==> src/rtl/core/sss_pkg.sv <==
// Shared constants, payload types and register codes of the scaled sprite pixel sampler.
`default_nettype none

package sss_pkg;

	// world scale is a power of two: the texel index is a shift of the scaled offset
	localparam int WORLD_SCALE_LOG2 = 5;
	localparam int WORLD_SCALE      = 1 << WORLD_SCALE_LOG2;
	localparam int SCREEN_W         = 1024;
	localparam int SCREEN_H         = 768;
	localparam int SPRITE_MAX       = 64;

	localparam int PIX_W    = 10;
	localparam int POS_W    = 13;
	localparam int SIZE_W   = 7;
	localparam int PPU_W    = 8;
	localparam int COLOR_W  = 32;
	localparam int TEXEL_IW = 6;

	localparam int SPRITE_AW   = $clog2(SPRITE_MAX);
	localparam int TEXEL_DEPTH = SPRITE_MAX * SPRITE_MAX;
	localparam int TEXEL_AW    = $clog2(TEXEL_DEPTH);
	localparam int SCR_MAX     = (SCREEN_W > SCREEN_H) ? SCREEN_W : SCREEN_H;
	localparam int SCR_CMP_W   = $clog2(SCR_MAX + 1);
	localparam int EXT_W       = $clog2(SPRITE_MAX * WORLD_SCALE + 1);
	localparam int DIFF_W      = POS_W + 1;
	localparam int PROD_W      = EXT_W + PPU_W;
	localparam int DIV_CNT_W   = $clog2(EXT_W + 1);

	localparam int SIZE_RESET = 64;
	localparam int PPU_RESET  = 32;
	localparam int SIZE_RESET_SAT = (SIZE_RESET > SPRITE_MAX) ? SPRITE_MAX : SIZE_RESET;
	localparam int EXT_RESET  = (SIZE_RESET_SAT * WORLD_SCALE) / PPU_RESET;

	localparam int APB_DW = 32;
	localparam int APB_AW = 5;

	typedef enum logic [APB_AW-3:0] {
		REG_POS_X     = 3'd0,
		REG_POS_Y     = 3'd1,
		REG_SPR_W     = 3'd2,
		REG_SPR_H     = 3'd3,
		REG_PPU       = 3'd4,
		REG_KEY_COLOR = 3'd5
	} reg_idx_t;

	typedef enum logic {
		KIND_LOAD  = 1'b0,
		KIND_QUERY = 1'b1
	} item_kind_t;

	typedef struct packed {
		logic                kind;
		logic [TEXEL_IW-1:0] texel_row;
		logic [TEXEL_IW-1:0] texel_col;
		logic [COLOR_W-1:0]  texel_color;
		logic [PIX_W-1:0]    pixel_x;
		logic [PIX_W-1:0]    pixel_y;
	} sss_in_t;

	typedef struct packed {
		logic               write_enable;
		logic [PIX_W-1:0]   out_x;
		logic [PIX_W-1:0]   out_y;
		logic [COLOR_W-1:0] out_color;
	} sss_out_t;

	// settled configuration handed from the register block to the datapath
	typedef struct packed {
		logic signed [POS_W-1:0] pos_x;
		logic signed [POS_W-1:0] pos_y;
		logic [EXT_W-1:0]        ext_w;
		logic [EXT_W-1:0]        ext_h;
		logic [PPU_W-1:0]        ppu;
		logic [COLOR_W-1:0]      key_color;
		logic                    busy;
	} sss_cfg_t;

endpackage

`default_nettype wire

==> src/rtl/core/sss_axis.sv <==
// Per-axis coverage test and nearest source texel index.
`default_nettype none

module sss_axis
	import sss_pkg::*;
(
	input  wire logic [PIX_W-1:0]       p,
	input  wire logic signed [POS_W-1:0] origin,
	input  wire logic [EXT_W-1:0]       ext,
	input  wire logic [PPU_W-1:0]       ppu,
	input  wire logic [SCR_CMP_W-1:0]   limit,
	output logic                        hit,
	output logic [SPRITE_AW-1:0]        idx
);

	logic signed [DIFF_W-1:0] d;
	logic                     on_screen;
	logic [PROD_W-1:0]        prod;
	logic [PROD_W-1:0]        scaled;

	always_comb begin
		d         = $signed({{(DIFF_W-PIX_W){1'b0}}, p}) - DIFF_W'(origin);
		on_screen = SCR_CMP_W'(p) < limit;
		hit       = on_screen && !d[DIFF_W-1] && (d[DIFF_W-2:0] < (DIFF_W-1)'(ext));
		// offset is below the extent whenever hit, so its low bits suffice
		prod      = PROD_W'(d[EXT_W-1:0]) * PROD_W'(ppu);
		scaled    = prod >> WORLD_SCALE_LOG2;
		idx       = (scaled >= PROD_W'(SPRITE_MAX)) ? SPRITE_AW'(SPRITE_MAX - 1)
		                                           : scaled[SPRITE_AW-1:0];
	end

endmodule

`default_nettype wire

==> config.mk <==
export PLATFORM = sky130hd
export DESIGN_NAME = sss_axis
export DESIGN_NICKNAME = d
export VERILOG_FILES = /design/src/rtl/core/sss_pkg.sv /design/src/rtl/core/sss_axis.sv
export SDC_FILE = /design/constraint.sdc
export NUM_CORES = 1
export LEC_CHECK = 0
export BUFFER_PORTS_ARGS = -buffer_cell sky130_fd_sc_hd__buf_2
export CELL_PAD_IN_SITES_DETAIL_PLACEMENT = 1
export CELL_PAD_IN_SITES_GLOBAL_PLACEMENT = 1
export CORE_ASPECT_RATIO = 1.75
export CORE_UTILIZATION = 42
export DETAILED_ROUTE_END_ITERATION = 6
export PLACE_DENSITY = 0.82
export SLEW_MARGIN = 0
export SYNTH_ARGS = -nofsm -noshare
export SYNTH_HDL_FRONTEND = slang
export SYNTH_SLANG_ARGS = --single-unit
export TNS_END_PERCENT = 1
==> constraint.sdc <==
create_clock -name vclk -period 6
set_input_delay 0.3 -clock vclk [all_inputs]
set_output_delay 0.3 -clock vclk [all_outputs]
set_load 0.02 [all_outputs]
* Word level (Yosys, flattened, before mapping)
Index checks and enable logic that the tools add are counted.
** Operators by class
- Add/subtract/negate cells :: 1
- $mul :: 1
- Order comparisons :: 3
- Multiplexer cells :: 1
- Reductions and logical operators :: 3
** Operators by type and width (number)
- $mul A12 B8 Y20 :: 1
- $ge A15 B7 Y1 const B :: 1
- $sub A11 B13 Y14 :: 1
- $lt A13 B12 Y1 :: 1
- $lt A10 B11 Y1 :: 1
- $mux W6 :: 1
- $logic_and A1 B1 Y1 :: 2
- $logic_not A1 Y1 :: 1
** Word-level totals
- Register bits :: 0
- Bits of input ports :: 54
- Output and inout bits :: 7
- Logic and storage cells :: 9

* Logic depth before layout (Yosys ltp)
- Word-level depth :: 4
- Mapped depth :: 27
- Depth with buffers taken out :: 26

* Worst setup path after synthesis
Ideal clock, no wire load.
- Path type :: input to output
- From :: in p[0]
- To :: out idx[0]
- Arrival :: 6303 ps
- Data required time :: 5700 ps
- Setup slack :: -603 ps
- Stages on the path :: 26
- Buffers on the path :: 1
- Cells stage by stage :: inv_1 ha_1 fa_1 nor2b_1 o21a_1 o21ai_1 a21oi_1 a21oi_1 xnor2_1 nand2_1 fa_1 inv_1 fa_1 fa_1 inv_1 fa_1 inv_1 ha_1 clkbuf_2 a21o_1 a31o_2 a21oi_4 o21ai_2 a2111o_1 a2111oi_4 nand3_1
** On the way
- Cells in the longest elaborated chain, start to end :: 4
** Ends and longest elaborated chain
- start: declaration :: RTL line sss_axis.sv:7 : input wire logic [PIX_W-1:0] p,
- $sub A11 B13 Y14 (*) :: RTL line sss_axis.sv:22 : d = $signed({{(DIFF_W-PIX_W){1'b0}}, p}) - DIFF_W'(origin);
- $mul A12 B8 Y20 (*) :: RTL line sss_axis.sv:26 : prod = PROD_W'(d[EXT_W-1:0]) * PROD_W'(ppu);
- $ge A15 B7 Y1 :: RTL line sss_axis.sv:28 : idx = (scaled >= PROD_W'(SPRITE_MAX)) ? SPRITE_AW'(SPRITE_MAX - 1)
- $mux W6 (*) :: RTL line sss_axis.sv:28
- end: declaration :: RTL line sss_axis.sv:13 : output logic [SPRITE_AW-1:0] idx
Mark *: on every way between the ends. The rest lies on a longest branch, timed or not.

* Worst setup path after layout
- From :: in p[0]
- To :: out idx[3]
The elaborated chain is that of the path after synthesis.

==> summary.txt <==
Setup path
  • Setup Crit Path Kind: in2out
  • Crit path launch: p[0]
  • Most common cell on crit path: fa_1
  • Element type at the critical path start: input port
  • Delay-heaviest family, CP: adder cells
  • Crit path DAT: 6410 ps
  • CP endpoint kind: primary output
  • Slowest CP cell: fa_1
  • Buf/Inv on CP: 7
  • CP required: 5700 ps
  • CP peak stage delay: 530 ps
  • Maximum fanout along the worst path: 6

Logic synthesis
  • Post-Syn Area: 0.004088 sq mm
  • Share of the synthesized area in the top cell type: 0.2938
  • Area leader, netlist: fa_1
  • Cell count after synthesis: 481
  • Yosys cell types: 52
  • Ys Warns: 0
  • Ranking of synthesized cells by area: fa_1 29%, ha_1 21%, and2_1 9.2%, inv_1 8.2%, a21o_1 2.8%
  • Sequential share of the synthesized area: 0
  • Syn avg cell area: 8.498 sq um
  • Post-Syn Nets: 662

Finish
  • # clk buffers: 0
  • Sequential cells: 0
  • Nets: 803
  • FF+latch area: 0 sq um
  • Area delta synth->final: 36.12%
  • Final Cell Area: 0.005564 sq mm
  • # diodes: 0
  • Most common cell after layout, fill and taps aside: inv_1
  • Share of cells above drive strength 1: 0.3290
  • Commonest non-fill, non-tap cells in the layout: 86 x inv_1, 85 x buf_4, 59 x fa_1, 59 x ha_1, 57 x and2_1

STA
  • Final WS setup: -706.5 ps
  • Relative slew slack: 0.6675
  • Final setup fails: 6
  • Peak Freq: 149.1 MHz
  • Tmin final: 6707 ps
  • RSZ-0062 raised after global routing: yes
  • Final hold vios: 0
  • Final count of pins violating max slew: 0
  • Fin crit share: 1.118
  • Hold WS: 1095 ps
  • Slew @ Worst Pin: 494.9 ps

Outcome
  • Failing checks: negative setup slack
  • Status: finished, violations left

Floorplan
  • Row count: 47
  • Die X: 76.58 um
  • Starting Density: 0.4317
  • Die Y: 132.5 um
  • DIE AREA: 0.01015 sq mm
  • Total core area: 0.009468 sq mm
  • Number of I/O pins: 61

Drt
  • Drt drc: 0
  • Via count: 4095
  • Routed len/inst: 20.78 um
  • Initial DRT Pass Iterations: 4
  • DRT Wirelength: 15420 um
  • DRT antenna net count: 0
  • DR iter-0 viols: 65
  • Vias per inst: 5.519

Global route
  • Total track usage: 0.3034
  • Overflow left after global routing: 0
  • First-pass GRT wire length: 24210 um
  • Largest net degree at the start of global routing: 13
  • Initial antenna violation count: 0
  • Vias in the first global route: 4983

Place
  • Post-place setup slack: -757.4 ps
  • Post-DP HPWL: 12090 um
  • IO buf count: 61
  • GPL Wtd Cong: 0.8782
  • Dpl cell area: 0.005330 sq mm

Clock network
  • CTS Hold Buffers Added: 0

Worst hold path
  • Hold Crit Class: in2out
  • HP Start: origin[12]

Flow run
  • Maxcap violations: 0
-- synth_stat cells, types with 3 or more instances --
library cell and instances:
ha_1 67, and2_1 60, a21oi_1 12, xnor2_1 10
a21o_1 15, and2b_1 11, nor3_1 8, nand2b_1 5
nand2_1 24, o21a_1 6, and3_1 4, nor2b_1 12
fa_1 60, o21ai_1 4, nand3_1 13, o21ai_0 10
xor2_1 6, o31ai_1 3, nor2_1 15, a211oi_1 5
clkbuf_1 8, inv_1 89
-- layer usage --
layer,routed length [um],track usage,share of wire,vias up
li1,-,-,-,1857
met1,5143,0.2833,0.33,2031
met2,9042,0.6296,0.59,139
met3,352,0.02069,0.023,68
met4,878,0.1592,0.057,0
met5,0,0,0,-
-- kinds of logic after synthesis --
| group | share of synthesized area |
|---|---|
| AND/OR/NAND/NOR | 0.2225 |
| XOR/XNOR | 0.03428 |
| adder cells (fa/ha/maj) | 0.4989 |
| multiplexers | 0.002755 |
| AO/OA/AOI/OAI | 0.1512 |
| buffers and inverters | 0.09030 |
-- final timing paths --
path	end	slack [ps]	cells past startpoint
worst max-delay path	idx[3]	-710	28
worst min-delay path	hit	1090	4
-- metrics by stage --
stage,TNS [ps],instances,util
6_report,-4184,742,0.5877
2_1_floorplan,-1150,481,-
3_3_place_gp,-3105,737,0.5630
5_1_grt,-5257,742,0.5877
3_5_place_dp,-4497,737,0.5630
4_1_cts,-2872,742,0.5842
-- layout make-up --
class	instances	area (sq um)
Fill cell	1124	3904
Inverter	89	346.6
Multi-Input combinational cell	383	4044
Tap cell	122	152.6
Timing Repair Buffer	148	1021
-- what timing repair did --
item | in CTS | in global routing
setup endpoints to repair | 6 | 6
gates resized for setup | 29 | 12
buffers inserted | 5 | 0
pin swaps | 30 | 15
Power is not shown: default switching activity piles up to over one toggle a cycle in this logic, so the estimate is an artifact.
