[src/rtl/core/sss_pkg.sv]
// Shared constants, payload types and register codes of the scaled sprite pixel sampler.
`default_nettype none

package sss_pkg;

	// world scale is a power of two: the texel index is a shift of the scaled offset
	localparam int WORLD_SCALE_LOG2 = 5;
	localparam int WORLD_SCALE      = 1 << WORLD_SCALE_LOG2;
	localparam int SCREEN_W         = 1024;
	localparam int SCREEN_H         = 768;
	localparam int SPRITE_MAX       = 64;

	localparam int PIX_W    = 10;
	localparam int POS_W    = 13;
	localparam int SIZE_W   = 7;
	localparam int PPU_W    = 8;
	localparam int COLOR_W  = 32;
	localparam int TEXEL_IW = 6;

	localparam int SPRITE_AW   = $clog2(SPRITE_MAX);
	localparam int TEXEL_DEPTH = SPRITE_MAX * SPRITE_MAX;
	localparam int TEXEL_AW    = $clog2(TEXEL_DEPTH);
	localparam int SCR_MAX     = (SCREEN_W > SCREEN_H) ? SCREEN_W : SCREEN_H;
	localparam int SCR_CMP_W   = $clog2(SCR_MAX + 1);
	localparam int EXT_W       = $clog2(SPRITE_MAX * WORLD_SCALE + 1);
	localparam int DIFF_W      = POS_W + 1;
	localparam int PROD_W      = EXT_W + PPU_W;
	localparam int DIV_CNT_W   = $clog2(EXT_W + 1);

	localparam int SIZE_RESET = 64;
	localparam int PPU_RESET  = 32;
	localparam int SIZE_RESET_SAT = (SIZE_RESET > SPRITE_MAX) ? SPRITE_MAX : SIZE_RESET;
	localparam int EXT_RESET  = (SIZE_RESET_SAT * WORLD_SCALE) / PPU_RESET;

	localparam int APB_DW = 32;
	localparam int APB_AW = 5;

	typedef enum logic [APB_AW-3:0] {
		REG_POS_X     = 3'd0,
		REG_POS_Y     = 3'd1,
		REG_SPR_W     = 3'd2,
		REG_SPR_H     = 3'd3,
		REG_PPU       = 3'd4,
		REG_KEY_COLOR = 3'd5
	} reg_idx_t;

	typedef enum logic {
		KIND_LOAD  = 1'b0,
		KIND_QUERY = 1'b1
	} item_kind_t;

	typedef struct packed {
		logic                kind;
		logic [TEXEL_IW-1:0] texel_row;
		logic [TEXEL_IW-1:0] texel_col;
		logic [COLOR_W-1:0]  texel_color;
		logic [PIX_W-1:0]    pixel_x;
		logic [PIX_W-1:0]    pixel_y;
	} sss_in_t;

	typedef struct packed {
		logic               write_enable;
		logic [PIX_W-1:0]   out_x;
		logic [PIX_W-1:0]   out_y;
		logic [COLOR_W-1:0] out_color;
	} sss_out_t;

	// settled configuration handed from the register block to the datapath
	typedef struct packed {
		logic signed [POS_W-1:0] pos_x;
		logic signed [POS_W-1:0] pos_y;
		logic [EXT_W-1:0]        ext_w;
		logic [EXT_W-1:0]        ext_h;
		logic [PPU_W-1:0]        ppu;
		logic [COLOR_W-1:0]      key_color;
		logic                    busy;
	} sss_cfg_t;

endpackage

`default_nettype wire

[src/rtl/core/sss_div.sv]
// Restoring divider, one quotient bit per cycle, for the scaled draw extent.
`default_nettype none

module sss_div
	import sss_pkg::*;
(
	input  wire logic             clk,
	input  wire logic             arst_n,
	input  wire logic             start,
	input  wire logic [EXT_W-1:0] dividend,
	input  wire logic [PPU_W-1:0] divisor,
	output logic                  busy,
	output logic [EXT_W-1:0]      quotient
);

	logic [PPU_W-1:0]     rem_q;
	logic [EXT_W-1:0]     dvd_q;
	logic [DIV_CNT_W-1:0] cnt_q;
	logic                 busy_q;
	logic [EXT_W-1:0]     quo_q;

	logic [PPU_W:0]       trial;
	logic                 ge;
	logic [PPU_W-1:0]     rem_n;
	logic [EXT_W-1:0]     dvd_n;

	always_comb begin
		trial = {rem_q, dvd_q[EXT_W-1]};
		ge    = trial >= {1'b0, divisor};
		rem_n = ge ? PPU_W'(trial - {1'b0, divisor}) : trial[PPU_W-1:0];
		dvd_n = {dvd_q[EXT_W-2:0], ge};
	end

	always_ff @(posedge clk or negedge arst_n) begin
		if (!arst_n) begin
			busy_q <= 1'b0;
			cnt_q  <= '0;
			quo_q  <= EXT_W'(EXT_RESET);
		end else if (start) begin
			busy_q <= 1'b1;
			cnt_q  <= DIV_CNT_W'(EXT_W);
		end else if (busy_q) begin
			cnt_q <= cnt_q - 1'b1;
			if (cnt_q == DIV_CNT_W'(1)) begin
				busy_q <= 1'b0;
				quo_q  <= dvd_n;
			end
		end
	end

	always_ff @(posedge clk) begin
		if (start) begin
			rem_q <= '0;
			dvd_q <= dividend;
		end else if (busy_q) begin
			rem_q <= rem_n;
			dvd_q <= dvd_n;
		end
	end

	assign busy     = busy_q;
	assign quotient = quo_q;

endmodule

`default_nettype wire

[src/rtl/core/sss_cfg.sv]
// APB register block and draw extent computation.
`default_nettype none

module sss_cfg
	import sss_pkg::*;
(
	input  wire logic              clk,
	input  wire logic              arst_n,
	input  wire logic              psel,
	input  wire logic              penable,
	input  wire logic              pwrite,
	input  wire logic [APB_AW-1:0] paddr,
	input  wire logic [APB_DW-1:0] pwdata,
	output logic [APB_DW-1:0]      prdata,
	output logic                   pready,
	output sss_cfg_t               cfg
);

	logic signed [POS_W-1:0] pos_x_q;
	logic signed [POS_W-1:0] pos_y_q;
	logic [SIZE_W-1:0]       spr_w_q;
	logic [SIZE_W-1:0]       spr_h_q;
	logic [PPU_W-1:0]        ppu_q;
	logic [COLOR_W-1:0]      key_q;
	logic                    pend_q;

	reg_idx_t                idx;
	logic                    wr;
	logic [PPU_W-1:0]        ppu_eff;
	logic [SIZE_W-1:0]       w_sat;
	logic [SIZE_W-1:0]       h_sat;
	logic [EXT_W-1:0]        dvd_w;
	logic [EXT_W-1:0]        dvd_h;
	logic                    busy_w;
	logic                    busy_h;
	logic [EXT_W-1:0]        ext_w;
	logic [EXT_W-1:0]        ext_h;

	assign idx    = reg_idx_t'(paddr[APB_AW-1:2]);
	assign wr     = psel && penable && pwrite && pready;
	assign pready = 1'b1;

	always_ff @(posedge clk or negedge arst_n) begin
		if (!arst_n) begin
			pos_x_q <= '0;
			pos_y_q <= '0;
			spr_w_q <= SIZE_W'(SIZE_RESET);
			spr_h_q <= SIZE_W'(SIZE_RESET);
			ppu_q   <= PPU_W'(PPU_RESET);
			key_q   <= '0;
			pend_q  <= 1'b0;
		end else begin
			pend_q <= wr;
			if (wr) begin
				case (idx)
					REG_POS_X:     pos_x_q <= pwdata[POS_W-1:0];
					REG_POS_Y:     pos_y_q <= pwdata[POS_W-1:0];
					REG_SPR_W:     spr_w_q <= pwdata[SIZE_W-1:0];
					REG_SPR_H:     spr_h_q <= pwdata[SIZE_W-1:0];
					REG_PPU:       ppu_q   <= pwdata[PPU_W-1:0];
					REG_KEY_COLOR: key_q   <= pwdata[COLOR_W-1:0];
					default:       ;
				endcase
			end
		end
	end

	always_comb begin
		case (idx)
			REG_POS_X:     prdata = APB_DW'($unsigned(pos_x_q));
			REG_POS_Y:     prdata = APB_DW'($unsigned(pos_y_q));
			REG_SPR_W:     prdata = APB_DW'(spr_w_q);
			REG_SPR_H:     prdata = APB_DW'(spr_h_q);
			REG_PPU:       prdata = APB_DW'(ppu_q);
			REG_KEY_COLOR: prdata = APB_DW'(key_q);
			default:       prdata = '0;
		endcase
	end

	// zero scale acts as one, oversized sprite clamps to the store size
	always_comb begin
		ppu_eff = (ppu_q == '0) ? PPU_W'(1) : ppu_q;
		w_sat   = (32'(spr_w_q) > SPRITE_MAX) ? SIZE_W'(SPRITE_MAX) : spr_w_q;
		h_sat   = (32'(spr_h_q) > SPRITE_MAX) ? SIZE_W'(SPRITE_MAX) : spr_h_q;
		dvd_w   = EXT_W'(w_sat) << WORLD_SCALE_LOG2;
		dvd_h   = EXT_W'(h_sat) << WORLD_SCALE_LOG2;
	end

	// recompute both extents after every register write
	sss_div u_div_w (
		.clk      (clk),
		.arst_n   (arst_n),
		.start    (pend_q),
		.dividend (dvd_w),
		.divisor  (ppu_eff),
		.busy     (busy_w),
		.quotient (ext_w)
	);

	sss_div u_div_h (
		.clk      (clk),
		.arst_n   (arst_n),
		.start    (pend_q),
		.dividend (dvd_h),
		.divisor  (ppu_eff),
		.busy     (busy_h),
		.quotient (ext_h)
	);

	always_comb begin
		cfg.pos_x     = pos_x_q;
		cfg.pos_y     = pos_y_q;
		cfg.ext_w     = ext_w;
		cfg.ext_h     = ext_h;
		cfg.ppu       = ppu_eff;
		cfg.key_color = key_q;
		cfg.busy      = pend_q || busy_w || busy_h;
	end

endmodule

`default_nettype wire

[config.mk]
export PLATFORM = sky130hd
export DESIGN_NAME = sss_cfg
export DESIGN_NICKNAME = d
export VERILOG_FILES = /design/src/rtl/core/sss_pkg.sv /design/src/rtl/core/sss_div.sv /design/src/rtl/core/sss_cfg.sv
export SDC_FILE = /design/constraint.sdc
export NUM_CORES = 1
export LEC_CHECK = 0
export ABC_AREA = 1
export BUFFER_PORTS_ARGS = -buffer_cell sky130_fd_sc_hd__buf_4
export CAP_MARGIN = 10
export CORE_MARGIN = 8
export CORE_UTILIZATION = 50
export CTS_BUF_LIST = sky130_fd_sc_hd__clkbuf_8
export CTS_CLUSTER_DIAMETER = 40
export CTS_CLUSTER_SIZE = 10
export DETAILED_ROUTE_END_ITERATION = 12
export PLACE_DENSITY = 0.74
export SYNTH_ARGS = -nofsm -noshare
export SYNTH_HDL_FRONTEND = slang
export SYNTH_SLANG_ARGS = --single-unit
[constraint.sdc]
create_clock -name clk -period 2.18 [get_ports clk]
set_input_delay 0.109 -clock clk [delete_from_list [all_inputs] [get_ports clk]]
set_output_delay 0.109 -clock clk [all_outputs]
set_load 0.03 [all_outputs]
Word-level counts from Yosys, hierarchy flattened
Cells that the tools add are included.

Flip-flop bits (word level): 155. Output and inout bits: 124. Word-level logic and storage cells: 71.

Add/sub/neg operators: 4. Magnitude comparators: 4. Equality and inequality tests: 7. Muxes and demuxes: 20. Bitwise gates (word level): 1. Reductions and logical operators: 16.

Operators by type and width (number): 32-bit case mux with 6 select lines (1); 12-bit two-way mux (4); 8-bit two-way mux (3); 9-bit by 8-bit greater-or-equal comparator with 1-bit output (2); 4-bit two-way mux (4); 8-bit subtractor (2); 7-bit > comparator, second input constant (2); 7-bit two-way mux (2); 2-bit AND reduction (6); 4-bit by 1-bit == test with 1-bit output, second input constant (2); 8-bit zero test (1); 4-bit by 1-bit subtractor with 4-bit output, second input constant (2); 3-bit by 2-bit == test with 1-bit output, second input constant (2); 3-bit == test, second input constant (2); 1-bit two-way mux (6); 3-bit AND reduction (2); 2-bit nonzero test (2); 3-bit by 1-bit == test with 1-bit output, second input constant (1); 3-bit zero test (1); 1-bit logical AND (2); 1-bit logical OR (2); 1-bit inverter (1).

Longest topological paths before layout
Gate-level depths: netlist of the first run.

Word-level depth: 5. Depth in mapped cells: 14. Mapped depth without buffers: 14.

By module
From an unflattened synthesis of the first run, not the netlist that was laid out.

Cells, all modules: 1016. Area total of the unflattened synthesis: 8003.9 um2.

By module, submodules not included: sss_div (instances 2, cells each 244, area an instance 2005.7 um2, sequential area each 947.2 um2); sss_cfg (instances 1, cells each 528, area an instance 3992.6 um2, sequential area each 2030.7 um2).

Worst setup path before layout of the first run
Ideal clock, no wire load.

Path kind: reg2reg. Start point: register ppu_q[7]. End point: register u_div_w.rem_q[7]. Setup time: 0.112 ns. Data arrival time: 2.828 ns. Slack: -0.760 ns. Cell stages (with the launch flop): 13. Path buffers: 0. Clock period less this slack: 2.940 ns. Cell sequence: dfrtp_1 inv_1 nand4_1 o41ai_1 ha_1 nand2_1 nor2_1 a21oi_4 nand2_4 nand2_2 nand2_1 nand2_1 nand2_1.

RTL lines: from (decl) (RTL line sss_cfg.sv:23) `logic [PPU_W-1:0] ppu_q;`; from (signal assigned) (RTL line sss_cfg.sv:49) `ppu_q <= PPU_W'(PPU_RESET);`; from (signal assigned) (RTL line sss_cfg.sv:60) `REG_PPU: ppu_q <= pwdata[PPU_W-1:0];`; to (signal assigned) (RTL line sss_div.sv:56) `rem_q <= rem_n;`; to (decl) (RTL line sss_div.sv:16) `logic [PPU_W-1:0] rem_q;`.

Worst setup path after layout of the first run
Start point: register ppu_q[5]. End point: register u_div_w.rem_q[6].

Longest elaborated chain between the ends: 4.

RTL lines: 8-bit zero test (RTL line sss_cfg.sv:82) `ppu_eff = (ppu_q == '0) ? PPU_W'(1) : ppu_q;`; 8-bit two-way mux * (RTL line sss_cfg.sv:82); 8-bit subtractor / 9-bit by 8-bit greater-or-equal comparator with 1-bit output (equally long branches) (RTL line sss_div.sv:30, sss_div.sv:29); 8-bit two-way mux * (RTL line sss_div.sv:30) `rem_n = ge ? PPU_W'(trial - {1'b0, divisor}) : trial[PPU_W-1:0];`.

Mark *: on every way between the ends. The rest lies on a longest branch, timed or not. A chain may end at the register's enable or synchronous reset.

==> results.tsv, run 1 <==
metric	value	unit
Final Cycle Share	0.9979	
largest area contributor in the netlist	dfrtp_1	
Post-synth top cells	nand2_1, inv_1, dfrtp_1	
worst vdd ir	0.5269	mV
placed cells	1235	
max cap viols	0	
FILL cells	1260	
largest net degree at the start of global routing	65	
critical path class	reg -> reg	
vias	6752	
Post-Syn Instances	898	
NumNets Final	1175	
top-count cell post-synth	nand2_1	
# diodes	0	
gr usage total	0.2222	
Worst-Margin Slew	0.6261	ns
Starting Density	0.5043	
Final Instance Count excl. Fillers	1312	
dpl hpwl	15600	um
flop-to-flop setup slack	0.005	ns
CP Max Fanout	3	
ys async rst share	0.7419	
Startpoint Class	flop	
drt pass-1 iters	5	
die width	138.9	um
Final Max Tran Viols	0	
post-synthesis cell area	0.007553	mm2
synth top area cells	dfrtp_1, nand2_1, dfxtp_1, inv_1, edfxtp_1	
CP Cell Sequence	inv_1, nand4_1, o41ai_4, buf_4, ha_4, fa_2, nor2_4, nand2_2, nand3_1, nand2_1, nand2_1, nand2_1, nand3_1, nand2_1	
final hold vios	0	
Worst R2R End	u_div_w.rem_q[6]$_SDFFE_PP0P_	
Crit-path slowest cell	dfstp_2	
Sink Count	155	
top cell type's share of synthesized area	0.3644	
Synth Area per Inst	8.411	um2
sequential fraction of the synthesis area	0.5064	
Layout Skew	0.01357	ns
Core Area	0.01498	mm2
Worst EP required	2.54	ns
Slew HR	0.5826	
syn nets	962	
Worst Reg2Reg Path Length in Cells	14	
clk slew on worst S/H paths	0.08	ns
first-pass GRT wire length	34270	um
sum of negative setup slack	0	ns
register bit total from synthesis	155	
HP Start	penable	
CTS Buf Count	17	
Crit path largest cell delay	0.56	ns
Synth Flop Type	dfrtp_1	
worst path arrival time	2.53	ns
status	complete, no violations	
I/O pin count	166	
CP Buf/Inv Count	2	
CTS root buffer	clkbuf_8	
Max clock buf depth	2	
grt ovf	0	
antenna-violating nets left	0	
critical path capture point type	flop	
Top cell by count, worst path	nand2_1	
FP Rows	45	
DR vias/cell	5.146	
initial antenna violation count	0	
share of cells above drive strength 1	0.2642	
min cycle time layout	2.175	ns
WHS Endpoint	pend_q$_DFF_PN0_	
Ys Warns	0	
top achievable clock speed	0.4597	GHz
Cell variety after synth	47	
Area Growth Syn to Fin	32.17	%
unrepaired setup endpoints after global routing	true	
Port Buffers	162	
WL per Instance	16.51	um
pwr/cell area	1348	mW/mm2
Top delay family on crit path	simple AND/OR/NAND/NOR gates	
hold crit path type	in -> reg	
Leakage	5.027	nW
initial DRC count	507	
RR Startpoint	ppu_q[5]$_DFFE_PN1P_	
Post-synth EDFFs	14	
Placer Congestion	0.8390	
Skew-Pair Late Insertion Delay	0.46	ns
Detailed Route WL	21660	um
final setup vio count	0	
CTS tree	yes	
DIE HEIGHT	138.9	um
full die area	0.01930	mm2
Min-Delay Path Depth	3	
Post-route DRC	0	
vias in the first global route	6520	
Max H-tree Level	4	
[where the power goes]
| group | internal [mW] | switching [mW] | total (mW) |
|---|---|---|---|
| Clock | 1.10 | 1.08 | 2.18 |
| Sequential | 3.98 | 0.635 | 4.61 |
| Combinational | 2.51 | 4.15 | 6.66 |
| Total | 7.59 | 5.87 | 13.5 |
[sequential cells by signal (all words and copies together) (netlist names)]
register and flops:
key_q 32, pos_x_q 13, pos_y_q 13, u_div_h.dvd_q 12
u_div_h.quotient 12, u_div_w.dvd_q 12, u_div_w.quotient 12, ppu_q 8
u_div_h.rem_q 8, u_div_w.rem_q 8, spr_h_q 7, spr_w_q 7
u_div_h.cnt_q 4, u_div_w.cnt_q 4, pend_q 1, u_div_h.busy 1
u_div_w.busy 1
[per-stage QoR]
stage                     area (um2)  worst slack [ns]  hold slack, ns  total power, mW  utilization
after global placement          9019           0.06074          0.1034            10.67       0.6022
after detailed placement        9019           0.03483          0.1078            10.79       0.6022
final                           9983          0.004641          0.1002            13.46       0.6666
after floorplan                 7575          -0.01324         -0.1866            8.741            -
after CTS                       9744           0.02253         0.07129            13.05       0.6506
after global routing            9983           -0.1149         0.09746            14.41       0.6666
[cells in the final DEF, fill, tap and decap left out, types with 8 or more instances in the layout]
| cell | Yosys | routed |
|---|---|---|
| nand4_1 | 10 | 10 |
| nand3b_1 | 12 | 12 |
| buf_4 | 7 | 187 |
| nand3_2 | 5 | 9 |
| o21ai_0 | 77 | 76 |
| nand2_1 | 227 | 222 |
| dfrtp_1 | 110 | 110 |
| nor2_1 | 49 | 45 |
| inv_2 | 5 | 8 |
| edfxtp_1 | 14 | 14 |
| ha_1 | 20 | 18 |
| dfxtp_1 | 26 | 26 |
| a21oi_1 | 27 | 27 |
| nand3_1 | 42 | 38 |
| o21ai_2 | 11 | 11 |
| inv_1 | 132 | 131 |
| o22ai_1 | 23 | 23 |
| o21ai_1 | 17 | 18 |
| dlygate4sd3_1 | 0 | 33 |
| nand2_2 | 6 | 8 |
| clkbuf_8 | 0 | 20 |
[worst reg2reg max path: cells and delay by family, from the launching register on]
family	cells	cell delay [ns]
AND/OR/NAND/NOR	9	0.64
adder cells (fa/ha/maj)	2	0.58
flip-flops	1	0.56
buffers and inverters	2	0.21
AO/OA/AOI/OAI	1	0.10
[layer usage]
layer | vias up | global-route usage | wire length [um]
met2 | 216 | 0.3592 | 10350
met1 | 3194 | 0.2678 | 8970
li1 | 3308 | - | -
met4 | 2 | 0.08377 | 510
met5 | - | 0.02356 | 63
met3 | 32 | 0.07642 | 1766
[logic make-up after synthesis]
group | count (synthesis) | synth area share
fa+ha+maj | 22 | 0.03843
xor+xnor | 6 | 0.006957
simple gates | 364 | 0.2130
mux | 5 | 0.009442
buf+inv | 176 | 0.09657
compound gates | 169 | 0.1287
flops | 155 | 0.5064
other cells | 1 | 0.0004965
[how the worst max path moves through the flow]
stage	cells after the start	endpoint	startpoint	slack, ns
6_report	14	u_div_w.rem_q[6]$_SDFFE_PP0P_	ppu_q[5]$_DFFE_PN1P_	0.005
5_1_grt	14	u_div_w.rem_q[6]$_SDFFE_PP0P_	ppu_q[5]$_DFFE_PN1P_	-0.11
4_1_cts	13	u_div_w.rem_q[6]$_SDFFE_PP0P_	ppu_q[5]$_DFFE_PN1P_	0.02
3_5_place_dp	13	u_div_w.rem_q[6]$_SDFFE_PP0P_	ppu_q[5]$_DFFE_PN1P_	0.03
3_3_place_gp	13	u_div_h.rem_q[6]$_SDFFE_PP0P_	ppu_q[5]$_DFFE_PN1P_	0.06
2_1_floorplan	12	u_div_w.rem_q[7]$_SDFFE_PP0P_	ppu_q[6]$_DFFE_PN0P_	-0.01
[what timing repair did]
action,CTS,global route
hold endpoints to repair,91,0
endpoints found under the setup margin,0,20
buffers inserted,0,8
gates resized for setup,0,32
hold buffers,33,0
[final cells by class]
class / count / area (um2) / area share
timing repair buffer: 225 / 1817 / 0.1820
multi-input combinational: 571 / 3179 / 0.3185
inverter: 141 / 531.8 / 0.05326
clock inverter: 12 / 120.1 / 0.01203
tap: 188 / 235.2 / 0.02356
clock buffer: 20 / 275.3 / 0.02757
sequential: 155 / 3825 / 0.3831
Note: power is estimated with default switching activity, not from simulation.
==> run 2, diff against run 1 <==
--- a/config.mk
+++ b/config.mk
@@ -17,4 +17,5 @@
 export PLACE_DENSITY = 0.74
 export SYNTH_ARGS = -nofsm -noshare
 export SYNTH_HDL_FRONTEND = slang
+export SYNTH_HIERARCHICAL = 1
 export SYNTH_SLANG_ARGS = --single-unit
==> run 2 against run 1 <==
- critical path depth decreased by 2
- core utilization down 1.6 points
- clock-buffer cell count down 3
- fmax increased by 6.8%
- cell count up 10%
- non-clock buffer count fell by 2
- global-route usage increased by 0.98 points
- via count rose by 9.1%
==> results.tsv, run 2 <==
metric	value	unit	change
status	complete, no violations		
critical path capture point type	flop		
antenna-violating nets left	0		unchanged
clk slew on worst S/H paths	0.09	ns	about the same
Layout Skew	0.01063	ns	-0.002941 ns
Max clock buf depth	2		unchanged
Final Cycle Share	0.9344		-0.06348
Post-synth top cells	nand2_1, inv_1, dfrtp_1		
initial antenna violation count	1		+1
DIE HEIGHT	142.5	um	+2.6%
Min-Delay Path Depth	4		+1
HP Start	penable		
FP Rows	46		+2.2%
critical path class	reg -> reg		
Flop pwr share	0.368		+0.025
Switching Fraction	0.4312		-0.005033
Cell variety after synth	40		-15%
share of cells above drive strength 1	0.2174		-0.04681
Ys Warns	6		+6
WHS Endpoint	pend_q$_DFF_PN0_		
Detailed Route WL	22370	um	+3.3%
Post-route DRC	0		unchanged
ys async rst share	0.7419		unchanged
register bit total from synthesis	155		unchanged
Final Max Tran Viols	0		unchanged
Worst Reg2Reg Path Length in Cells	12		-2
Clk pwr share	0.166		+0.004
vias in the first global route	7486		+15%
first-pass GRT wire length	37580	um	+9.7%
Area Growth Syn to Fin	28.26	%	
NetSw	5.565	mW	-5.2%
full die area	0.02031	mm2	+5.3%
total power	12.91	mW	-4.1%
sequential fraction of the synthesis area	0.4904		-0.01599
Slew HR	0.5228		-0.05980
vias	7366		+9.1%
CTS tree	yes		
# diodes	0		unchanged
DR vias/cell	5.101		-0.88%
placed cells	1379		+12%
CTS root buffer	clkbuf_8		
Synth Flop Type	dfrtp_1		
Placer Congestion	0.8682		+3.5%
Worst R2R End	u_div_h/quotient[0]$_DFFE_PN0P_		
final hold vios	0		unchanged
CTS Buf Count	17		unchanged
RR Startpoint	ppu_q[4]$_DFFE_PN0P_		
Port Buffers	162		unchanged
Largest register FFs	32		unchanged
dpl hpwl	16300	um	+4.5%
sum of negative setup slack	0	ns	unchanged
Post-synth EDFFs	24		+10
worst path arrival time	2.38	ns	-0.15 ns
initial DRC count	512		+0.99%
die width	142.5	um	+2.6%
flop-to-flop setup slack	0.14	ns	+0.14 ns
gr usage total	0.2321		+0.009847
Sink Count	155		unchanged
max cap viols	0		unchanged
most frequent cells in the layout	nand2_1, buf_4, inv_1		
drt pass-1 iters	6		+1
Skew-Pair Late Insertion Delay	0.45	ns	about the same
Starting Density	0.5075		+0.003193
I/O pin count	166		unchanged
post-synthesis cell area	0.008004	mm2	+6.0%
min cycle time layout	2.037	ns	-0.1384 ns
most common cell after layout, fill and taps aside	nand2_1		
internal power	7.342	mW	-3.2%
Worst-Margin Slew	0.7141	ns	+0.08797 ns
largest registers	key_q: 32 flops, pos_x_q: 13 flops, pos_y_q: 13 flops		
top cell type's share of synthesized area	0.3439		-0.02051
Core Area	0.01577	mm2	+5.3%
Comb pwr share	0.466		-0.029
worst vdd ir	0.6921	mV	+31%
NumNets Final	1279		+8.9%
placed instance area	0.009540	mm2	+5.8%
Leakage	5.337	nW	+6.2%
Startpoint Class	flop		
Worst EP required	2.53	ns	about the same
pwr/cell area	1257	mW/mm2	-6.7%
Post-Syn Instances	1016		+13%
Max H-tree Level	4		unchanged
largest area contributor in the netlist	dfrtp_1		
largest net degree at the start of global routing	43		-34%
Synth Area per Inst	7.878	um2	-6.3%
grt ovf	0		unchanged
WL per Instance	15.49	um	-6.1%
top-count cell post-synth	nand2_1		
CP Max Fanout	10		+7
Final Instance Count excl. Fillers	1444		+10%
hold crit path type	in -> reg		
final setup vio count	0		unchanged
top achievable clock speed	0.4909	GHz	+6.8%
most flop-heavy register	key_q		
synth top area cells	dfrtp_1, nand2_1, edfxtp_1, o21ai_0, inv_1		
Final Instance Area	0.01027	mm2	+2.8%
[run 2: critical path, stage by stage, from the launching register on]
cell and delay [ns]:
dfrtp_1 0.38, inv_1 0.08, nand4_1 0.15, o21ai_4 0.23
ha_1 0.22, inv_1 0.05, nand2_1 0.05, nand2_1 0.10
nand3_2 0.10, nand2_2 0.07, nand2_4 0.13, nand2_4 0.10
mux2_2 0.27
[run 2: what timing repair did]
action                                 CTS  global route
buffers inserted                         0             0
endpoints found under the hold margin  114             0
resized for setup                        0             3
hold buffers                            33             0
setup endpoints to repair                0             4
[run 2: power by group through the flow]
stage               combinational (mW)  clock (mW)  sequential [mW]
floorplan                         3.28           0             5.45
global placement                  5.82           0             4.76
detailed placement                5.95           0             4.79
CTS                               6.02        2.18             4.75
global route                      6.72        2.30             4.89
finish                            6.02        2.14             4.75
[run 2: through the flow]
step	hold WS, ns	util	worst slack (ns)
6_report	0.1584	0.6510	0.1430
5_1_grt	0.1559	0.6510	-0.006231
4_1_cts	0.1090	0.6502	0.1082
3_5_place_dp	0.1161	0.6050	0.1194
3_3_place_gp	0.1096	0.6050	0.1634
2_1_floorplan	-0.1866	-	0.1055
[run 2: cells by family (layout without fill, tap and decap cells)]
family	count (synthesis)	after routing	share of synthesized area
flip-flops	155	155	0.4904
buffers and inverters	189	392	0.09426
AO/OA/AOI/OAI	152	152	0.1000
multiplexers	2	2	0.002814
AND/OR/NAND/NOR	488	488	0.2687
XOR/XNOR	6	6	0.006566
other	2	11	0.0009383
adder cells (fa/ha/maj)	22	22	0.03627
[run 2: per-layer routing]
metal | part of all wire | GRT usage | wire, um | vias to the layer above
met2 | 0.48 | 0.3813 | 10830 | 253
met5 | 0.00049 | 0 | 11 | -
met1 | 0.41 | 0.2810 | 9259 | 3448
met4 | 0.019 | 0.08837 | 422 | 2
met3 | 0.083 | 0.07045 | 1852 | 38
li1 | - | - | - | 3625
[run 2: layout make-up]
cell class                 count  area [um2]
clock inverter                15       148.9
sequential                   155        3925
clock buffer                  17       234.0
inverter                     137       514.2
tap                          216       270.3
multi-input combinational    681        3379
timing repair buffer         223        1794
fill                        1358        5504
[run 2: worst max-delay path by stage]
stage / startpoint / cells after the start / endpoint / slack, ns
final: ppu_q[4]$_DFFE_PN0P_ / 12 / u_div_h/quotient[0]$_DFFE_PN0P_ / 0.14
after global placement: ppu_q[5]$_DFFE_PN1P_ / 12 / u_div_w/rem_q[4]$_SDFFE_PP0P_ / 0.16
after global routing: ppu_q[5]$_DFFE_PN1P_ / 13 / u_div_w/rem_q[6]$_SDFFE_PP0P_ / -0.006
after detailed placement: ppu_q[5]$_DFFE_PN1P_ / 12 / u_div_w/rem_q[4]$_SDFFE_PP0P_ / 0.12
after CTS: ppu_q[5]$_DFFE_PN1P_ / 12 / u_div_w/rem_q[4]$_SDFFE_PP0P_ / 0.11
after floorplan: ppu_q[6]$_DFFE_PN0P_ / 10 / u_div_h/quotient[0]$_DFFE_PN0P_ / 0.11
